<file path="config.mk">
export PLATFORM = sky130hd
export DESIGN_NAME = tcw_queue
export DESIGN_NICKNAME = d
export VERILOG_FILES = /design/src/hdl/tcw_pkg.sv /design/src/hdl/tcw_queue.sv
export SDC_FILE = /design/constraint.sdc
export NUM_CORES = 1
export LEC_CHECK = 0
export BUFFER_PORTS_ARGS = -buffer_cell sky130_fd_sc_hd__clkbuf_2
export CORE_MARGIN = 3
export CORE_UTILIZATION = 46
export CTS_CLUSTER_SIZE = 10
export DETAILED_ROUTE_END_ITERATION = 10
export PLACE_DENSITY_LB_ADDON = 0.1
export SLEW_MARGIN = 0
export SYNTH_ARGS = -nofsm -noshare
export SYNTH_HDL_FRONTEND = slang
export SYNTH_SLANG_ARGS = --single-unit
export TNS_END_PERCENT = 100
</file>
<file path="constraint.sdc">
create_clock -name i_clk -period 2 [get_ports i_clk]
set_clock_uncertainty 0.2 [all_clocks]
set_input_delay 0.2 -clock i_clk [delete_from_list [all_inputs] [get_ports i_clk]]
set_output_delay 0.2 -clock i_clk [all_outputs]
set_load 0.02 [all_outputs]
</file>
<file path="src/hdl/tcw_pkg.sv">
`default_nettype none

package tcw_pkg;

    localparam int SCREEN_ROWS = 25;
    localparam int SCREEN_COLS = 80;
    localparam int TAB_STOP    = 8;
    localparam int CELLS       = SCREEN_ROWS * SCREEN_COLS;

    localparam int ADDR_W = $clog2(CELLS);
    localparam int ROW_W  = 5;
    localparam int COL_W  = 7;
    localparam int POS_W  = 11;
    localparam int ACT_W  = 3;
    localparam int BYTE_W = 8;
    localparam int CELL_W = 2 * BYTE_W;
    localparam int TAB_W  = $clog2(TAB_STOP);

    localparam logic [BYTE_W-1:0] ATTR_RESET = 8'd144;
    localparam logic [BYTE_W-1:0] BLANK_CHAR = 8'h20;
    localparam logic [BYTE_W-1:0] CH_BS      = 8'h08;
    localparam logic [BYTE_W-1:0] CH_TAB     = 8'h09;
    localparam logic [BYTE_W-1:0] CH_LF      = 8'h0A;
    localparam logic [BYTE_W-1:0] CH_CR      = 8'h0D;
    localparam logic [BYTE_W-1:0] CH_DEL     = 8'h7F;

    localparam logic [ACT_W-1:0] ACT_PUT   = 3'd0;
    localparam logic [ACT_W-1:0] ACT_UP    = 3'd1;
    localparam logic [ACT_W-1:0] ACT_DOWN  = 3'd2;
    localparam logic [ACT_W-1:0] ACT_RIGHT = 3'd3;
    localparam logic [ACT_W-1:0] ACT_LEFT  = 3'd4;
    localparam logic [ACT_W-1:0] ACT_READ  = 3'd5;

    typedef enum logic [3:0] {
        OP_NOP,
        OP_WRITE,
        OP_LF,
        OP_CR,
        OP_BS,
        OP_TAB,
        OP_DEL,
        OP_UP,
        OP_DOWN,
        OP_RIGHT,
        OP_LEFT,
        OP_READ
    } t_op;

    typedef struct packed {
        t_op               op;
        logic [BYTE_W-1:0] ch;
        logic [ROW_W-1:0]  rd_row;
        logic [COL_W-1:0]  rd_col;
        logic              rd_ok;
    } t_cmd;

    typedef enum logic [2:0] {
        ST_CLEAR,
        ST_IDLE,
        ST_READ,
        ST_COPY,
        ST_BLANK
    } t_state;

    function automatic logic [ADDR_W-1:0] cell_addr(input logic [ROW_W-1:0] row,
                                                    input logic [COL_W-1:0] col);
        return ADDR_W'(ADDR_W'(row) * ADDR_W'(SCREEN_COLS) + ADDR_W'(col));
    endfunction

endpackage

`default_nettype wire

</file>
<file path="src/hdl/tcw_queue.sv">
`default_nettype none

module tcw_queue (
    input  wire logic    i_clk,
    input  wire logic    i_rst_n,
    input  wire logic    i_push,
    input  wire tcw_pkg::t_cmd i_cmd,
    input  wire logic    i_pop,
    output tcw_pkg::t_cmd o_cmd,
    output logic         o_empty,
    output logic         o_full
);

    tcw_pkg::t_cmd r_slot [2];
    logic          r_wr;
    logic          r_rd;
    logic [1:0]    r_count;
    logic          n_wr;
    logic          n_rd;
    logic [1:0]    n_count;

    always_comb begin
        n_wr    = r_wr;
        n_rd    = r_rd;
        n_count = r_count;
        if (i_push) begin
            n_wr = ~r_wr;
        end
        if (i_pop) begin
            n_rd = ~r_rd;
        end
        case ({i_push, i_pop})
            2'b10:   n_count = r_count + 2'd1;
            2'b01:   n_count = r_count - 2'd1;
            default: n_count = r_count;
        endcase
    end

    always_ff @(posedge i_clk) begin
        if (!i_rst_n) begin
            r_wr    <= 1'b0;
            r_rd    <= 1'b0;
            r_count <= 2'd0;
        end else begin
            r_wr    <= n_wr;
            r_rd    <= n_rd;
            r_count <= n_count;
        end
        if (i_push) begin
            r_slot[r_wr] <= i_cmd;
        end
    end

    assign o_cmd   = r_slot[r_rd];
    assign o_empty = (r_count == 2'd0);
    assign o_full  = (r_count == 2'd2);

endmodule

`default_nettype wire

</file>
After elaboration in Yosys (flattened, before gate mapping)
Memory sizes are Yosys's and may differ from the RTL's. A register that Yosys moved wholly into a read port is not among the register bits.
Index checks and enable logic that the tools add are counted.
{"block": "totals", "ff_bits": 4, "ram_bits": 50, "wordCells": 18, "n_memories": 1, "inputBits": 29}
{"name": "r_slot", "words": 2, "word_bits": 25, "read_ports": 1, "rd_clocked_by_memory_dff": 1, "write_ports": 1, "line": "tcw_queue.sv:14", "rtl": "tcw_pkg::t_cmd r_slot [2];"}
{"block": "op_classes", "n_bitwise": 2, "n_eq_ne": 3, "n_mux": 5, "n_addsub": 2, "reduce_logical": 2}
{"op": "$eq 2x2->1 const B", "count": 2}
{"op": "$mux 1", "count": 4}
{"op": "$pmux 2 s2", "count": 1}
{"op": "$add 2x1->2 const B", "count": 1}
{"op": "$eq 2x1->1 const B", "count": 1}
{"op": "$logic_not 2->1", "count": 1}
{"op": "$not 1->1", "count": 2}
{"op": "$reduce_bool 2->1", "count": 1}
{"op": "$sub 2x1->2 const B", "count": 1}

Logic depth before layout (Yosys ltp)
{"block": "logic_depth", "ltp_word": 3, "mapped_depth": 5, "depth_no_buf": 5}

Worst setup path after synthesis
OpenSTA, ideal clock, no wires.
{"block": "synth_timing", "path_type": "register to register", "from": "register r_wr", "to": "memory r_slot[0][0] (netlist bit) (enable)", "n_path_buf": 0, "path_slack_ps": -17, "setup_time_ps": 409, "path_stages_with_launch": 2, "required_ps": 1391, "arrival_time_ps": 1408, "period_less_slack_ps": 2017, "cell_sequence": "dfxtp_1 > nor2_1"}
{"element": "from (decl)", "line": "tcw_queue.sv:15", "rtl": "logic r_wr;"}
{"element": "from (signal assigned)", "line": "tcw_queue.sv:45", "rtl": "r_wr <= n_wr;"}
{"element": "to (decl)", "line": "tcw_queue.sv:14"}
Straight into the memory's write port.

==> flow_results.org <==
** Run
- Across the run, the number of max-cap violations was 0.

** Drt
- In the routed design, unresolved DRC markers number 0.
- After detailed routing, the average wire length per cell comes to 14.3 um.
- After detailed routing, the number of vias per cell comes to 4.78.
- Count of vias placed by the detailed router :: 1157
- Antenna Violating Nets Remaining :: 0
- DRC marker count from the first detailed-route iteration :: 69
- After detailed routing, the total wire length is 3460 um.
- The first detailed-routing pass took 4 iterations.

** CTS
- Number of sinks handled by clock tree synthesis :: 55
- Worst skew pair latency :: 0.30 ns
- The root buffer cell chosen for the clock tree is clkbuf_8.
- Clock-pin slew was measured on the worst setup and hold paths at 0.10 ns.
- Largest buffer count on any clock path :: 2
- Total clock buffers created by CTS :: 5
- CTS resizes :: 0
- Clock tree from TritonCTS :: built
- The clock tree synthesis step divided the H-tree into 2 levels.

** Min path
- Class of the tightest hold or removal check :: in -> reg
- Hold EP :: r_rd
- Hold_sp :: i_pop
- Cell depth of the worst hold path :: 3

** Logic synthesis
- Share of Yosys cell area claimed by the top area cell type :: 0.745
- For this run, the number of Yosys warnings is 0.
- The biggest area contributor in the post-synthesis netlist is edfxtp_1.
- Area contributors post-synth :: edfxtp_1 75%, mux2_2 14%, dfxtp_1 5.0%, and2_1 1.2%, xnor2_1 0.87%
- Counting every net in the synthesized netlist gives 130.
- Synthesis produced a netlist whose cell count is 100.
- Library cells used by synthesis :: 16
- Cell Area, Synth :: about 2000 um^2
- Register bit total from synthesis :: 55
- Sequential fraction of the synthesis area :: 0.795
- A synthesized cell averages 20.1 um^2.

** STA
- Final-layout setup total negative slack :: 0 ns
- Number of hold violations in the final report :: 0
- Final Cycle Share :: 0.881
- Static timing analysis puts the maximum clock frequency at roughly 570 MHz.
- Across all hold checks on the routed design, the worst slack comes to around 0.048 ns.
- Total of endpoints with negative setup slack in the final report :: 0
- Fin crit period :: 1.76 ns
- Worst slew pin tran :: 0.403 ns
- RSZ-0062 raised after global routing :: false
- Max transition margin :: 0.731
- The total count of max-transition violations in the final report came to 0.

** Layout
- P&R area growth vs syn :: 36.8%
- Fraction of final layout cells sized beyond drive strength 1 :: 0.500
- The number of antenna diodes in the final layout is 0.
- Final net count :: 221

** Setup path
- R2R setup slack :: 0.56 ns
- Of all nets on the critical path, the largest fanout is 12.
- Sequence of cells on the critical path :: buf_4, mux2_2, clkbuf_2
- Slowest cell on the critical path :: mux2_2
- The cell family contributing the most delay on the critical path is buffers and inverters.
- Data arrives at the worst endpoint at 1.36 ns.
- Data required, critical path :: ~1.6 ns
- STA classifies the critical path startpoint as a flip-flop.
- The largest single stage delay on the critical path is 0.36 ns.
- Critical Path End Type :: primary output
- The endpoint identified for the worst register-to-register timing path is r_slot[0][9].
- The startpoint identified for the worst register-to-register timing path is r_wr.
- For the worst flop-to-flop path, the logic depth is 2.
- Type of the setup path with the least slack :: reg -> out
- The critical path contains buffers and inverters numbering 2 combined.

** Die
- The floorplan step defined a core boundary enclosing 4120 um^2.
- I/O pin cnt :: 56
- The floorplan step defined a die boundary enclosing 5210 um^2.
- Starting utilization of the core area :: 0.490
- The die is 72.2 um wide.
- In this run the vertical extent of the chip is 72.2 um.
- Number of cell rows :: 23

** Run status
- Result of the run :: complete, no violations

** Power and ir drop
- For this design the ratio of total power to cell area is 843 nW/um^2.
- VDD sags by at most 567 uV.
- For this design the static power due to leakage is 1.07 nW.

** GRT
- After global routing the overflow that remains totals 0.
- Antenna violations before repair :: 0
- Vias in the first global route :: between 1k and 1.5k
- Across every metal layer, demand over resource in global routing totals 0.143.
- Largest net degree at the start of global routing :: 18
- The first global-routing pass estimated 5540 um of wire.

** Place
- Total of buffers placed on input and output ports :: 55
- DP Wirelength :: roughly 2500 um
- RD Place Congestion :: 0.694
worst max path at each step:
stage	startpoint	endpoint	slack (ns)	cells past startpoint
after CTS	flip-flop	o_cmd[8]	0.21	3
after global placement	i_push	r_slot[0][24]	0.55	4
final	flip-flop	o_cmd[17]	0.24	3
after detailed placement	i_push	r_slot[0][22]	0.52	4
after global routing	flip-flop	o_cmd[8]	0.16	3
after floorplan	r_wr	r_slot[0][0]	0.40	1
worst reg2reg max path: cells and delay by family, from the launching register on:
kind                   cells  cell delay, ns
and+or+nand+nor            1            0.35
DFF                        1            0.33
buffers and inverters      1            0.27
cell usage after synthesis:
cell type  instances
xor2_1             1
buf_2              3
nor2_1             2
and2b_2            1
mux2_2            25
xnor2_1            2
and2_1             4
nor2b_1            1
a21boi_1           1
edfxtp_1          50
or3_1              1
o21ai_0            1
dfxtp_1            5
inv_1              1
ha_1               1
o21a_1             1
layout by cell type, fill, tap and decap left out, types with 2 or more instances in the layout:
master	count
mux2_2	25
edfxtp_1	50
clkbuf_8	6
and2_1	4
dfxtp_1	5
clkbuf_2	55
dlygate4sd3_1	26
buf_4	5
xnor2_1	2
per-layer routing:
layer,share of wire,track usage
met3,0.057,0.0346
met4,0.013,0.0689
met1,0.40,0.163
met5,0,0
met2,0.53,0.251
area by class of cell:
| type | instances | area, um^2 |
|---|---|---|
| tap | 50 | 62.6 |
| timing repair buffer | 87 | 593 |
| sequential | 55 | 1600 |
| fill | 309 | 1360 |
| inverter | 1 | 3.75 |
| clock buffer | 6 | 82.6 |
| multi-input combinational | 41 | 397 |
| clock inverter | 2 | 16.3 |
what timing repair did:
item | in CTS | in global routing
buffers inserted | 0 | 0
hold buffers | 26 | 0
hold endpoints to repair | 55 | 0
through the flow:
stage,power (mW),cells,cell area (um^2),util,setup WS [ns]
global placement,1.69,208,2400,0.583,0.546
CTS,2.36,242,2760,0.670,0.211
detailed placement,1.70,208,2400,0.583,0.522
finish,2.32,242,2760,0.670,0.239
global route,2.42,242,2760,0.670,0.160
floorplan,1.57,100,2020,-,0.399
logic make-up after synthesis:
| group | count (synthesis) | synth area share |
|---|---|---|
| compound gates | 3 | 0.00994 |
| buf+inv | 4 | 0.00931 |
| fa+ha+maj | 1 | 0.00621 |
| flops | 55 | 0.795 |
| mux | 25 | 0.140 |
| xor+xnor | 3 | 0.0130 |
| simple gates | 9 | 0.0267 |
registers in the layout (all words and copies together) (netlist names), named ones only:
signal and count:
r_slot 50, r_wr 1, r_rd 1, r_count 2
power by group:
part	total (mW)	internal, mW	switching, mW
Combinational	0.364	0.175	0.189
Clock	0.619	0.283	0.336
Sequential	1.34	1.32	0.0198
Total	2.32	1.78	0.545
(Power assumes the default switching activity.)
