===== src/hdl/tcw_pkg.sv =====
`default_nettype none

package tcw_pkg;

    localparam int SCREEN_ROWS = 25;
    localparam int SCREEN_COLS = 80;
    localparam int TAB_STOP    = 8;
    localparam int CELLS       = SCREEN_ROWS * SCREEN_COLS;

    localparam int ADDR_W = $clog2(CELLS);
    localparam int ROW_W  = 5;
    localparam int COL_W  = 7;
    localparam int POS_W  = 11;
    localparam int ACT_W  = 3;
    localparam int BYTE_W = 8;
    localparam int CELL_W = 2 * BYTE_W;
    localparam int TAB_W  = $clog2(TAB_STOP);

    localparam logic [BYTE_W-1:0] ATTR_RESET = 8'd144;
    localparam logic [BYTE_W-1:0] BLANK_CHAR = 8'h20;
    localparam logic [BYTE_W-1:0] CH_BS      = 8'h08;
    localparam logic [BYTE_W-1:0] CH_TAB     = 8'h09;
    localparam logic [BYTE_W-1:0] CH_LF      = 8'h0A;
    localparam logic [BYTE_W-1:0] CH_CR      = 8'h0D;
    localparam logic [BYTE_W-1:0] CH_DEL     = 8'h7F;

    localparam logic [ACT_W-1:0] ACT_PUT   = 3'd0;
    localparam logic [ACT_W-1:0] ACT_UP    = 3'd1;
    localparam logic [ACT_W-1:0] ACT_DOWN  = 3'd2;
    localparam logic [ACT_W-1:0] ACT_RIGHT = 3'd3;
    localparam logic [ACT_W-1:0] ACT_LEFT  = 3'd4;
    localparam logic [ACT_W-1:0] ACT_READ  = 3'd5;

    typedef enum logic [3:0] {
        OP_NOP,
        OP_WRITE,
        OP_LF,
        OP_CR,
        OP_BS,
        OP_TAB,
        OP_DEL,
        OP_UP,
        OP_DOWN,
        OP_RIGHT,
        OP_LEFT,
        OP_READ
    } t_op;

    typedef struct packed {
        t_op               op;
        logic [BYTE_W-1:0] ch;
        logic [ROW_W-1:0]  rd_row;
        logic [COL_W-1:0]  rd_col;
        logic              rd_ok;
    } t_cmd;

    typedef enum logic [2:0] {
        ST_CLEAR,
        ST_IDLE,
        ST_READ,
        ST_COPY,
        ST_BLANK
    } t_state;

    function automatic logic [ADDR_W-1:0] cell_addr(input logic [ROW_W-1:0] row,
                                                    input logic [COL_W-1:0] col);
        return ADDR_W'(ADDR_W'(row) * ADDR_W'(SCREEN_COLS) + ADDR_W'(col));
    endfunction

endpackage

`default_nettype wire


===== src/hdl/tcw_front.sv =====
`default_nettype none

module tcw_front (
    input  wire logic [tcw_pkg::ACT_W-1:0]  i_action,
    input  wire logic [tcw_pkg::BYTE_W-1:0] i_char_byte,
    input  wire logic [tcw_pkg::ROW_W-1:0]  i_read_row,
    input  wire logic [tcw_pkg::COL_W-1:0]  i_read_col,
    output tcw_pkg::t_cmd                   o_cmd
);

    always_comb begin
        o_cmd.ch     = i_char_byte;
        o_cmd.rd_row = i_read_row;
        o_cmd.rd_col = i_read_col;
        o_cmd.rd_ok  = (i_read_row < tcw_pkg::ROW_W'(tcw_pkg::SCREEN_ROWS)) &&
                       (i_read_col < tcw_pkg::COL_W'(tcw_pkg::SCREEN_COLS));
        unique case (i_action)
            tcw_pkg::ACT_PUT: begin
                unique case (i_char_byte)
                    tcw_pkg::CH_LF:  o_cmd.op = tcw_pkg::OP_LF;
                    tcw_pkg::CH_CR:  o_cmd.op = tcw_pkg::OP_CR;
                    tcw_pkg::CH_BS:  o_cmd.op = tcw_pkg::OP_BS;
                    tcw_pkg::CH_TAB: o_cmd.op = tcw_pkg::OP_TAB;
                    tcw_pkg::CH_DEL: o_cmd.op = tcw_pkg::OP_DEL;
                    default:         o_cmd.op = tcw_pkg::OP_WRITE;
                endcase
            end
            tcw_pkg::ACT_UP:    o_cmd.op = tcw_pkg::OP_UP;
            tcw_pkg::ACT_DOWN:  o_cmd.op = tcw_pkg::OP_DOWN;
            tcw_pkg::ACT_RIGHT: o_cmd.op = tcw_pkg::OP_RIGHT;
            tcw_pkg::ACT_LEFT:  o_cmd.op = tcw_pkg::OP_LEFT;
            tcw_pkg::ACT_READ:  o_cmd.op = tcw_pkg::OP_READ;
            default:            o_cmd.op = tcw_pkg::OP_NOP;
        endcase
    end

endmodule

`default_nettype wire


===== config.mk =====
export PLATFORM = sky130hd
export DESIGN_NAME = tcw_front
export DESIGN_NICKNAME = d
export VERILOG_FILES = /design/src/hdl/tcw_pkg.sv /design/src/hdl/tcw_front.sv
export SDC_FILE = /design/constraint.sdc
export NUM_CORES = 1
export LEC_CHECK = 0
export ABC_AREA = 1
export CORE_AREA = 2 2 39 41
export DETAILED_ROUTE_END_ITERATION = 8
export DIE_AREA = 0 0 41 43
export DONT_BUFFER_PORTS = 1
export SLEW_MARGIN = 10
export SYNTH_ARGS = -nofsm -noshare
export SYNTH_HDL_FRONTEND = slang
export SYNTH_SLANG_ARGS = --single-unit
export TNS_END_PERCENT = 100

===== constraint.sdc =====
create_clock -name vclk -period 1.96
set_clock_uncertainty 0.2 [all_clocks]
set_input_delay 0.392 -clock vclk [all_inputs]
set_output_delay 0.392 -clock vclk [all_outputs]
set_load 0.01 [all_outputs]

Word level (Yosys, flattened, before mapping)
Cells that the tools add are included.
{"block": "op_classes", "n_addsub": 0, "multipliers": 0, "div_mod_pow": 0, "magnitude_cmp": 2, "n_eq_ne": 10, "shifts": 0, "muxes": 2, "n_bitwise": 0, "reduce_logical": 2}
{"operator": "8-bit by 4-bit equality test with 1-bit output (second input constant)", "n": 4}
{"operator": "4-bit case mux with 6 select lines", "n": 1}
{"operator": "3-bit case mux with 5 select lines", "n": 1}
{"operator": "8-bit by 7-bit equality test with 1-bit output (second input constant)", "n": 1}
{"operator": "7-bit less-than comparator (second input constant)", "n": 1}
{"operator": "3-bit by 2-bit equality test with 1-bit output (second input constant)", "n": 2}
{"operator": "3-bit equality test (second input constant)", "n": 2}
{"operator": "5-bit less-than comparator (second input constant)", "n": 1}
{"operator": "3-bit by 1-bit equality test with 1-bit output (second input constant)", "n": 1}
{"operator": "3-bit logical NOT", "n": 1}
{"operator": "1-bit logical AND", "n": 1}
{"block": "totals", "regBits": 0, "latchBits": 0, "ramBits": 0, "romBits": 0, "input_bits": 23, "word_cells": 16, "mem_count": 0}

Logic depth before layout (Yosys ltp)
Gate-level depths: netlist (run 1).
{"block": "depth", "depth_word": 3, "ltp_mapped": 8, "depth_no_buf": 8}

Worst setup path after synthesis (run 1)
Ideal clock, no wire load.
{"block": "synth_path", "path_type": "in2out", "from": "input i_char_byte[5] in the netlist's numbering", "to": "output o_cmd[22] in the netlist's numbering", "arrival_ns": 1.009, "required_ns": 1.368, "path_slack_ns": 0.359, "cell_stages": 7, "path_buffers": 0, "cell_sequence": "inv_1 nand2_1 nor2_2 nand2_1 nand2_1 o21ai_0 a21oi_1"}
{"item": "start: declaration", "line": "tcw_front.sv:5", "source": "input wire logic [tcw_pkg::BYTE_W-1:0] i_char_byte,"}
{"item": "end: declaration", "line": "tcw_front.sv:8", "source": "output tcw_pkg::t_cmd o_cmd"}

==> results of run 1 <==
[layout by cell type (no fill, tap or decap)]
cell type	count
inv_1	13
o21ai_0	2
o211ai_1	1
nand4_1	2
a21oi_2	1
o21a_1	1
nor3_1	1
o21ai_1	1
inv_2	1
ha_1	2
nand3_1	1
nor2_1	8
nor2_2	1
nand2_1	18
a21oi_1	1
[through the flow]
| step | power (mW) | area, um2 |
|---|---|---|
| final | 0.03356 | 267.8 |
| after global routing | 0.03972 | 267.8 |
| after CTS | 0.03415 | 267.8 |
| after detailed placement | 0.03392 | 267.8 |
| after global placement | 0.03356 | 267.8 |
| after floorplan | 0.07231 | 397.9 |
[cell families after synthesis]
family,share of synthesized area (%)
buffers and inverters,50.94
AND/OR/NAND/NOR,31.76
adder cells (fa/ha/maj),6.288
AO/OA/AOI/OAI,11.01
[routing by layer]
| metal | up-vias | track usage (%) | part of all wire (%) |
|---|---|---|---|
| li1 | 163 | - | - |
| met1 | 126 | 6.646 | 32 |
| met2 | 29 | 14.37 | 48 |
| met3 | 6 | 1.571 | 17 |
| met4 | 0 | 3.333 | 1.9 |
| met5 | - | 0 | 0 |
[Yosys cell counts]
| master | n |
|---|---|
| buf_4 | 20 |
| nand3_1 | 1 |
| a21oi_2 | 1 |
| o21ai_0 | 2 |
| nor2_2 | 1 |
| nand2_1 | 18 |
| o21ai_1 | 1 |
| o211ai_1 | 1 |
| ha_1 | 2 |
| nor2_1 | 8 |
| inv_2 | 1 |
| nand4_1 | 2 |
| o21a_1 | 1 |
| inv_1 | 13 |
| a21oi_1 | 1 |
| nor3_1 | 1 |
[final cells by class]
class | instances | area [um2]
tap | 16 | 20.02
fill | 168 | 1116
inverter | 14 | 52.55
multi-input combinational | 40 | 195.2
[power breakdown]
part           total [mW]  leakage, nW  switching (mW)  internal (mW)
Sequential              0            0               0              0
Clock                   0            0               0              0
Combinational      0.0336        0.163          0.0207         0.0129
[how the worst min path moves through the flow]
stage	slack, ps	depth (start not counted)	end	start
finish	580	0	o_cmd[3]	i_read_col[2]
global route	580	0	o_cmd[4]	i_read_col[3]
CTS	580	0	o_cmd[20]	i_char_byte[7]
detailed placement	580	0	o_cmd[20]	i_char_byte[7]
global placement	580	0	o_cmd[20]	i_char_byte[7]
floorplan	680	1	o_cmd[10]	i_read_row[2]
==> results by group, run 1 <==
Status
  – Status: finished clean

Critical path
  – Worst Setup SP: i_char_byte[5]
  – Worst-path fanout max: 4
  – CP endpoint kind: output pin
  – Cell family with most CP delay: simple AND/OR/NAND/NOR gates
  – Slowest cell on crit path: a21oi_1
  – Crit path buffers/inverters: 1
  – CP Class: in -> out
  – Slowest stage delay, CP: 250 ps
  – CP Data Arrival Time: 1080 ps
  – Crit path to: o_cmd[22]
  – Crit. path cell count: 7
  – CP dominant cell by count: nand2_1
  – Required @ worst endpoint: 1370 ps
  – Worst Setup Start Kind: input port
  – Critical-path cell list: inv_1 -> nand2_1 -> nor2_2 -> nand2_1 -> nand2_1 -> o21ai_0 -> a21oi_1

Layout
  – Antenna diodes: 0
  – Final sequential cell count: 0
  – Share of cells above drive strength 1: 5.556%
  – Final Util: approximately a fifth
  – Fin cells: 70
  – Area growth syn-to-layout: -32.70%
  – # nets final: 81
  – Clock buffer cells: 0
  – Seq. cell area: 0 um2

Drt
  – # DRC: 0
  – Routed WL per cell: roughly 9.8 um
  – Antenna-violating nets left: 0
  – 1st-pass router iterations: 4
  – Via count: 324
  – Post-Route WL: 684 um
  – Initial DRC count: 3
  – Vias/cell: 4.629

Place
  – Placed cell count: 70
  – Pre-CTS setup slack: 278.4 ps
  – Placer Congestion: around 0.81
  – HPWL Detailed: approximately 600 um
  – Port Buffer Count: 0

Clock network
  – # hold bufs at CTS: 0
  – Post-CTS sizing: 0
  – Setup bufs post-CTS: 0

Timing
  – Max Freq: between 0.5 and 0.6 GHz
  – Slew Limit Fails: 0
  – Final WS setup: 289.6 ps
  – RSZ-0062 raised after global routing: no
  – Setup TNS: 0 ps
  – Worst-margin pin slew: 259.0 ps
  – Relative slew margins: 82.79%
  – Final period utilization: 85.23%
  – Hold Fails Final Rpt: 0
  – Minimum clock period: roughly 1700 ps
  – Hold Slack: 584.0 ps
  – Final setup viols: 0

Synthesis
  – Yosys top cell area share: 37.74%
  – Cell variety after synth: 16
  – Synthesis warning total: 0
  – Post-synthesis sequential area ratio: 0%
  – Syn avg cell area: 5.377 um2
  – Syn Std Cell Area: just under 400 um2
  – Top cell type by total area after synthesis: buf_4
  – Synth area leaders: buf_4, nand2_1, inv_1
  – Synthesized instance count: 74
  – Synthesized Nets: 99

Die
  – I/O pins: 48
  – Die width: ~40 um
  – Total core area: 1384 um2
  – Die Ht: roughly 43 um
  – Full die area: approximately 1800 um2
  – Initial Util: between 20% and 30%
  – Rows: 14

Global route
  – First-pass GRT wire length: 986 um
  – Vias in the first global route: 276
  – Pin count of the biggest net entering global routing: 6
  – Tot GR Track Use: 7.493%
  – Grt ovf: 0
  – Initial antenna violation count: 0

Pwr
  – PwrDens: 125.3 nW/um2
  – VDD IR max: 0.00003302 V
  – Leakage Power: 0.1630 nW

Flow run
  – Maxcap violations: 0

Min path
  – Hold Crit Class: in -> out
No activity file was read; power rests on OpenSTA's default activity.
==> run 2, diff against run 1 <==
--- a/config.mk
+++ b/config.mk
@@ -6,6 +6,7 @@
 export NUM_CORES = 1
 export LEC_CHECK = 0
 export ABC_AREA = 1
+export CAP_MARGIN = 15
 export CORE_AREA = 2 2 39 41
 export DETAILED_ROUTE_END_ITERATION = 8
 export DIE_AREA = 0 0 41 43
==> constraint.sdc (replaced) <==
create_clock -name vclk -period 2
set_clock_uncertainty 0.2 [all_clocks]
set_input_delay 0.4 -clock vclk [all_inputs]
set_output_delay 0.4 -clock vclk [all_outputs]
set_load 0.01 [all_outputs]
==> run 2 against run 1 <==
Routed wire length rose by 2.0%; global-route usage up 0.20 points; critical path depth unchanged; sequential share of layout area is the same; design area is the same; setup slack better by 13 ps; via count shrank 4.0%; sequential cell count stayed put; power decreased by 0.53%; first-iteration DRC count rose by 67%; final cell count unchanged; combinational power hardly changed; critical path type unchanged; critical endpoint unchanged; highest routed layer unchanged.
==> results by group, run 2 (synthesis results as in run 1) <==
Critical path
  – CP Data Arrival Time: 1100 ps (was 1080 ps)
  – Worst-path fanout max: 3 (was 4)
  – CP Class: in -> out (unchanged)
  – Crit. path cell count: 7 (unchanged)
  – Required @ worst endpoint: 1400 ps (was 1370 ps)
  – Worst Setup Start Kind: input port (unchanged)
  – Slowest cell on crit path: a21oi_1 (unchanged)
  – Slowest stage delay, CP: 250 ps (about the same)
  – Critical-path cell list: inv_1 -> nand2_1 -> nor2_2 -> nand2_1 -> nand2_1 -> o21ai_0 -> a21oi_1 (unchanged)
  – CP dominant cell by count: nand2_1 (unchanged)
  – Crit path buffers/inverters: 1 (unchanged)
  – CP endpoint kind: output pin (unchanged)
  – Cell family with most CP delay: compound AO/OA/AOI/OAI gates (was simple AND/OR/NAND/NOR gates)

Global route
  – Tot GR Track Use: 7.692% (was 7.493%)
  – Pin count of the biggest net entering global routing: 6 (unchanged)
  – Vias in the first global route: 277 (was 276)
  – Grt ovf: 0 (unchanged)
  – Initial antenna violation count: 0 (unchanged)
  – First-pass GRT wire length: 1041 um (was 986 um)

Layout
  – Fill cells: 160 (was 168)
  – Most frequent cells in the layout: nand2_1, inv_1, nor2_1 (unchanged)
  – Fin cells: 70 (unchanged)
  – Final sequential cell count: 0 (unchanged)
  – Antenna diodes: 0 (unchanged)
  – Seq. cell area: 0 um2 (unchanged)
  – Area growth syn-to-layout: -32.70% (unchanged)
  – # nets final: 81 (unchanged)
  – Share of cells above drive strength 1: 5.556% (unchanged)
  – Clock buffer cells: 0 (unchanged)
  – Most common cell after layout, fill and taps aside: nand2_1 (unchanged)

Pwr
  – Leakage Power: 0.1630 nW (unchanged)
  – Power Total: 0.03338 mW (was 0.03356 mW)
  – VDD IR max: 0.00003664 V (was 0.00003302 V)
  – Part of the power in registers: 0% (about the same)
  – Psw: 0.02066 mW (was 0.02068 mW)
  – Logic pwr share: 100.0% (about the same)
  – Sw frac: 61.89% (was 61.63%)
  – PwrDens: 124.7 nW/um2 (was 125.3 nW/um2)
  – Internal power: 0.01272 mW (was 0.01288 mW)
  – Part of the power in the clock network: 0% (about the same)

Place
  – Pre-CTS setup slack: 290.0 ps (was 278.4 ps)
  – Port Buffer Count: 0 (unchanged)
  – Placed cell count: 70 (unchanged)
  – Placer Congestion: 0.7978 (was 0.8096)
  – HPWL Detailed: 616.4 um (was 614.8 um)

Timing
  – Setup TNS: 0 ps (unchanged)
  – Relative slew margins: 82.71% (was 82.79%)
  – Slew Limit Fails: 0 (unchanged)
  – Final WS setup: 302.9 ps (was 289.6 ps)
  – Minimum clock period: 1697 ps
  – Max Freq: between 0.5 and 0.6 GHz
  – Hold Fails Final Rpt: 0 (unchanged)
  – Final setup viols: 0 (unchanged)
  – RSZ-0062 raised after global routing: no (unchanged)
  – Worst-margin pin slew: 260.2 ps (was 259.0 ps)
  – Final period utilization: 84.85%
  – Hold Slack: 600.0 ps (was 584.0 ps)

Flow run
  – Maxcap violations: 0 (unchanged)

Die
  – Die Ht: 43 um (unchanged)
  – Total core area: 1384 um2 (unchanged)
  – Initial Util: 28.75% (unchanged)
  – Die width: 41 um (unchanged)
  – Rows: 14 (unchanged)
  – Full die area: 1763 um2 (unchanged)
  – I/O pins: 48 (unchanged)

Min path
  – Hold Crit Class: in -> out (unchanged)
  – Hold path depth: 0 (unchanged)

Clock network
  – # hold bufs at CTS: 0 (unchanged)
  – Post-CTS sizing: 0 (unchanged)
  – Setup bufs post-CTS: 0 (unchanged)

Drt
  – 1st-pass router iterations: 2 (was 4)
  – Antenna-violating nets left: 0 (unchanged)
  – Routed WL per cell: 9.971 um (was 9.771 um)
  – Initial DRC count: 5 (was 3)
  – Post-Route WL: 698 um (was 684 um)
  – Vias/cell: 4.443 (was 4.629)
  – Via count: 311 (was 324)
  – # DRC: 0 (unchanged)

Status
  – Status: finished clean (unchanged)
[run 2: cell counts in the layout (fill, tap and decap cells not counted)]
Identical to the previous run, type by type.
[run 2: routing by layer]
metal / vias to the layer above / wire length (um) / GRT usage, % / part of all wire, %
met4: 0 / 13 / 3.333 / 1.9
met3: 6 / 110 / 1.571 / 16
met1: 114 / 261 / 8.544 / 37
met2: 28 / 313 / 13.13 / 45
met5: - / 0 / 0 / 0
li1: 163 / - / - / -
[run 2: cell type report]
type | instances | area, um2 | area share, %
inverter | 14 | 52.55 | 19.63
tap | 16 | 20.02 | 7.477
multi-input combinational | 40 | 195.2 | 72.90
[run 2: worst paths after layout]
check	from	to	slack [ps]
min	i_read_col[2]	o_cmd[3]	600
max	i_char_byte[7]	o_cmd[22]	300
[run 2: through the flow]
stage,util (%),instance area (um2)
after CTS,19.35,267.8
after detailed placement,19.35,267.8
after global routing,19.35,267.8
after floorplan,-,397.9
after global placement,19.35,267.8
final,19.35,267.8
[run 2: power groups by stage]
stage	Sequential [mW]	Clock, mW	Combinational [mW]
floorplan	0	0	0.0709
global placement	0	0	0.0327
detailed placement	0	0	0.0337
CTS	0	0	0.0338
global route	0	0	0.0391
finish	0	0	0.0334
